--- src/design/tw_pkg.sv ---
package tw_pkg;

  // Default store geometry.
  localparam int MAX_COLS_DEF  = 128;
  localparam int MAX_LINES_DEF = 64;

  // One cell: character in the low byte, attribute in the high byte.
  localparam int CELL_W = 16;

  // Stream and register port widths.
  localparam int IN_DW  = 32;
  localparam int OUT_DW = 32;
  localparam int CFG_AW = 4;
  localparam int CFG_DW = 32;

  // Register map, one 32-bit word per register.
  typedef enum logic [1:0] {
    REG_MODE      = 2'd0,
    REG_ATTR      = 2'd1,
    REG_LAST_COL  = 2'd2,
    REG_LAST_LINE = 2'd3
  } reg_idx_t;

  // Register reset values.
  localparam logic [3:0] MODE_RESET      = 4'd4;
  localparam logic [7:0] ATTR_RESET      = 8'd0;
  localparam logic [6:0] LAST_COL_RESET  = 7'd79;
  localparam logic [5:0] LAST_LINE_RESET = 6'd23;

  // Operation codes.
  localparam logic OP_PUT  = 1'b0;
  localparam logic OP_READ = 1'b1;

  // Character codes with a meaning of their own.
  localparam logic [7:0] CH_BS    = 8'h08;
  localparam logic [7:0] CH_TAB   = 8'h09;
  localparam logic [7:0] CH_NL    = 8'h0A;
  localparam logic [7:0] CH_SPACE = 8'h20;
  localparam logic [7:0] CH_BANG  = 8'h21;
  localparam logic [7:0] CH_QUEST = 8'h3F;
  localparam logic [7:0] CH_AT    = 8'h40;
  localparam logic [7:0] CH_CARET = 8'h5E;
  localparam logic [7:0] CH_TILDE = 8'h7E;
  localparam logic [7:0] CH_ALL   = 8'hFF;

  // Tab stops every eight columns.
  localparam logic [7:0] TAB_MASK = 8'hF8;
  localparam logic [7:0] TAB_STEP = 8'd8;

  // Configuration as seen by the engine.
  typedef struct packed {
    logic       scroll;
    logic       wrap;
    logic       raw;
    logic       inset;
    logic [7:0] dattr;
    logic [6:0] last_col;
    logic [5:0] last_line;
  } cfg_t;

endpackage

--- src/design/tw_cfg.sv ---
module tw_cfg (
  input  logic                      clk,
  input  logic                      rst_n,
  input  logic                      cfg_psel,
  input  logic                      cfg_penable,
  input  logic                      cfg_pwrite,
  input  logic [tw_pkg::CFG_AW-1:0] cfg_paddr,
  input  logic [tw_pkg::CFG_DW-1:0] cfg_pwdata,
  output logic [tw_pkg::CFG_DW-1:0] cfg_prdata,
  output logic                      cfg_pready,
  output tw_pkg::cfg_t              cfg
);
  import tw_pkg::*;

  reg_idx_t   idx;
  logic       wr_en;
  logic [3:0] mode_r;
  logic [7:0] attr_r;
  logic [6:0] last_col_r;
  logic [5:0] last_line_r;

  assign idx        = reg_idx_t'(cfg_paddr[CFG_AW-1:2]);
  assign wr_en      = cfg_psel && cfg_penable && cfg_pwrite;
  assign cfg_pready = 1'b1;

  // Register writes in the access phase.
  always_ff @(posedge clk) begin
    if (!rst_n) begin
      mode_r      <= MODE_RESET;
      attr_r      <= ATTR_RESET;
      last_col_r  <= LAST_COL_RESET;
      last_line_r <= LAST_LINE_RESET;
    end else if (wr_en) begin
      unique case (idx)
        REG_MODE:      mode_r      <= cfg_pwdata[3:0];
        REG_ATTR:      attr_r      <= cfg_pwdata[7:0];
        REG_LAST_COL:  last_col_r  <= cfg_pwdata[6:0];
        REG_LAST_LINE: last_line_r <= cfg_pwdata[5:0];
        default: ;
      endcase
    end
  end

  // Read-back mux.
  always_comb begin
    unique case (idx)
      REG_MODE:      cfg_prdata = CFG_DW'(mode_r);
      REG_ATTR:      cfg_prdata = CFG_DW'(attr_r);
      REG_LAST_COL:  cfg_prdata = CFG_DW'(last_col_r);
      REG_LAST_LINE: cfg_prdata = CFG_DW'(last_line_r);
      default:       cfg_prdata = '0;
    endcase
  end

  assign cfg = '{scroll:    mode_r[3],
                 wrap:      mode_r[2],
                 raw:       mode_r[1],
                 inset:     mode_r[0],
                 dattr:     attr_r,
                 last_col:  last_col_r,
                 last_line: last_line_r};

endmodule

--- config.mk ---
export PLATFORM = sky130hd
export DESIGN_NAME = tw_cfg
export DESIGN_NICKNAME = d
export VERILOG_FILES = /design/src/design/tw_pkg.sv /design/src/design/tw_cfg.sv
export SDC_FILE = /design/constraint.sdc
export NUM_CORES = 1
export LEC_CHECK = 0
export BUFFER_PORTS_ARGS = -buffer_cell sky130_fd_sc_hd__buf_4
export CAP_MARGIN = 20
export CELL_PAD_IN_SITES_DETAIL_PLACEMENT = 1
export CELL_PAD_IN_SITES_GLOBAL_PLACEMENT = 1
export CORE_AREA = 2 2 71 73
export CTS_CLUSTER_SIZE = 30
export DETAILED_ROUTE_END_ITERATION = 6
export DIE_AREA = 0 0 73 75
export PLACE_DENSITY = 0.84
export SYNTH_ARGS = -nofsm -noshare
export SYNTH_HDL_FRONTEND = slang
export SYNTH_SLANG_ARGS = --single-unit
--- constraint.sdc ---
create_clock -name clk -period 1.6 [get_ports clk]
set_input_delay 0.08 -clock clk [delete_from_list [all_inputs] [get_ports clk]]
set_output_delay 0.08 -clock clk [all_outputs]
set_load 0.01 [all_outputs]
* After elaboration in Yosys (flattened, before gate mapping) *
Cells that the tools add are included.

cells by class
  equality and inequality tests = 3
  reduce and logical (&&, ||, !) cells = 7
  muxes and demuxes = 1

operators with widths
  kind                count
  $pmux 32 s4         1
  $reduce_and 2->1    4
  $eq 2x2->1 const B  2
  $eq 2x1->1 const B  1
  $logic_and 1x1->1   2
  $logic_not 2->1     1

word-level totals
  output and inout bits = 58
  register bits after elaboration = 25
  word-level logic and storage cells = 15

* Logic depth before layout (Yosys ltp) *
  depth in word-level cells = 3
  depth in mapped cells = 5
  depth with buffers taken out = 3

* Worst setup path before layout *
No wires, ideal clock.

  path kind = flip-flop to output port
  start point = reg last_col_r[2]
  end point = out cfg_prdata[2] (netlist name)
  arrival time = 0.878 ns
  stages on the path, launching flop included = 2
  buffers on the path = 0
  setup slack = 0.642 ns
  cells stage by stage = dfxtp_1 > mux4_1

between the ends
  cells in the longest elaborated chain, start to end = 1

ends and longest elaborated chain
  element                   line          source
  start: declaration        tw_cfg.sv:19  logic [6:0] last_col_r;
  start signal: assignment  tw_cfg.sv:37  REG_LAST_COL: last_col_r <= cfg_pwdata[6:0];
  $pmux 32 s4               tw_cfg.sv:46  unique case (idx)
  end: declaration          tw_cfg.sv:9   output logic [tw_pkg::CFG_DW-1:0] cfg_prdata,

Every way passes these cells. The select of a mux whose other input is x is not followed.

* Worst setup path in the final report *
  start point = reg last_line_r[0]
  end point = out cfg_prdata[0] (netlist name)

between the ends
  cells in the longest elaborated chain, start to end = 1

ends and longest elaborated chain
  element                   line          source
  start: declaration        tw_cfg.sv:20  logic [5:0] last_line_r;
  start signal: assignment  tw_cfg.sv:38  REG_LAST_LINE: last_line_r <= cfg_pwdata[5:0];
  $pmux 32 s4               tw_cfg.sv:46

Every way passes these cells. The select of a mux whose other input is x is not followed.

==> results.toml <==
[yosys]
synth_edf_count = 0
ys_ff_latch = 25
yosysSeqAreaShare = 0.363
synthesis.area_mm2 = 0.00138
synth_flop_cell = "dfxtp_1"
async_reset_ff_frac = 0
synth_cell_type_count = 29
synthCells = 149
syn_avg_cell_area_um2 = 9.26
yosysWarnings = 0

[placement]
gp_congestion = 0.766
dp_slack_ns = 0.413
port_buffers = 47
placed_cell_area_mm2 = 0.00165
place_hpwl_mm = 2.79

[floorplan]
die_x_um = 73
core_mm2 = 0.00466
die_area_mm2 = 0.00548
start_util = 0.296
io_pins = 99
die_h_um = 75
num_rows = 25

[run_status]
outcome = "finished clean"

[worst_setup_path]
critPathMaxStageDelay_ns = 0.49
required_ns = 1.52
path_buf_inv = 1
critPathCaptureType = "primary output"
worstPathCellList = "mux4_2, buf_4"
crit_type = "flip-flop to primary output"
crit_slowest_cell = "mux4_2"
crit_path_max_fanout = 3
arrival_ns = 1.27
crit_path_start_kind = "flip-flop"
critical-path-top-delay-family = "multiplexers"

[sta]
min_period_ns = 1.35
rsz0062_at_grt = "no"
finClkSkew_ns = 0
min_period_over_period = 0.842
finalSetupViolations = 0
finalWorstSetupSlack_ns = 0.253
whs_ns = 0.0684
setup-tns-final_ns = 0
finalHoldViolCount = 0
drv_slew = 0
fmax_mhz = 743

[global_routing]
grt_pass1_wl_mm = 5.60
grt_overflow_total = 0
grtUsageMet2 = 0.247
use_met3 = 0.0335
grt_util_all_layers = 0.134
grt_pass1_vias = 1119
grt_max_degree = 35
grt_busiest_layer = "met2"
antenna_found_initial = 0
gr-usage-met1 = 0.157

[clocking]
cts.repair.resized = 0
hold_buffers = 0
postCtsSetupBuffers = 0
cts.sinks = 25
cts_tree = "yes"
htreeDepth = 1
clk_path_buf_depth = 2
cts_root_buffer = "clkbuf_8"
insertion_delay_ns = 0.26
clk_pin_slew_ns = 0.09
cts_buffers = 3

[cells_and_area]
final_common_cell = "buf_4"
area_growth_pct = 23.0
final_cell_area_mm2 = 0.00170
drive_above_1_share = 0.321
nNetsFinal = 232
antenna_cells = 0
post-route-util = 0.364
most-common-layout-cells = "buf_4 (49), conb_1 (25), dfxtp_1 (25)"
fill_cells = 562

[drt]
ant_nets = 0
wl_mm = 3.60
viasPerCell = 4.57
drtIter0Drc = 59
route.detailed.drc = 0
wire_per_inst_um = 14.8
dr_total_vias = 1114
first_pass_iters = 3

[worst_hold_path]
hp-class = "input port to flip-flop"

[pwr]
power.leakage_uw = 0.000786
irDropWorstVdd_v = 0.000287
power-per-cell-area_mw_per_mm2 = 708

[flow_run]
drv_cap = 0
where the power goes:
group          internal [uW]  total, uW  switching, uW
clock network            178        371            193
registers                632        640           8.36
logic                   81.1        192            111
total                    890       1200            312
through the flow:
step	instances	power, uW
2_1_floorplan	172	811
3_3_place_gp	240	844
3_5_place_dp	240	847
4_1_cts	244	1220
5_1_grt	244	1280
6_report	244	1200
tightest hold or removal path, stage by stage:
cell and delay, ns:
buf_4 0.08, nand3_1 0.05, o211ai_1 0.08
synthesized netlist by cell type, types with 4 or more instances:
master,count,share of area
dfxtp_1,25,0.36
buf_2,4,0.015
o211ai_1,4,0.022
nand3_1,8,0.029
buf_4,26,0.14
nand2_1,23,0.063
o21ai_0,4,0.015
nand4_1,4,0.018
mux2i_1,16,0.12
inv_1,4,0.011
per-layer routing:
layer | up-vias | share of wire
met5 | - | 0
met4 | 0 | 0.0022
met3 | 2 | 0.056
met2 | 40 | 0.51
li1 | 537 | -
met1 | 535 | 0.43
cell families (layout without fill, tap and decap cells):
group	Yosys count	in the layout	synth area share
other cells	2	25	0.00544
compound gates	13	13	0.0626
buf+inv	39	57	0.191
simple gates	48	48	0.178
mux	22	22	0.200
flops	25	25	0.363
state kept, by name, indices dropped and copies added, names as in the netlist:
register,cells
mode_r,4
last_line_r,6
last_col_r,7
attr_r,8
final cells by class:
| cell class | instances | area (um2) | share of cell area |
|---|---|---|---|
| multi-input combinational | 108 | 702 | 0.413 |
| sequential | 25 | 500 | 0.295 |
| timing repair buffer | 49 | 368 | 0.217 |
| tap | 54 | 67.6 | 0.0398 |
| clock buffer | 4 | 45.0 | 0.0265 |
| inverter | 4 | 15.0 | 0.00884 |
final timing paths:
check | startpoint | to | slack, ns | depth (start not counted)
setup / recovery | last_line_r[0] | cfg_prdata[0] | 0.25 | 2
hold / removal | cfg_pwdata[3] | last_col_r[3] | 0.07 | 3
setup reg to reg | last_col_r[2] | last_col_r[2] | 0.83 | 3
hold reg to reg | attr_r[7] | attr_r[7] | 0.48 | 2
(Power assumes the default switching activity.)
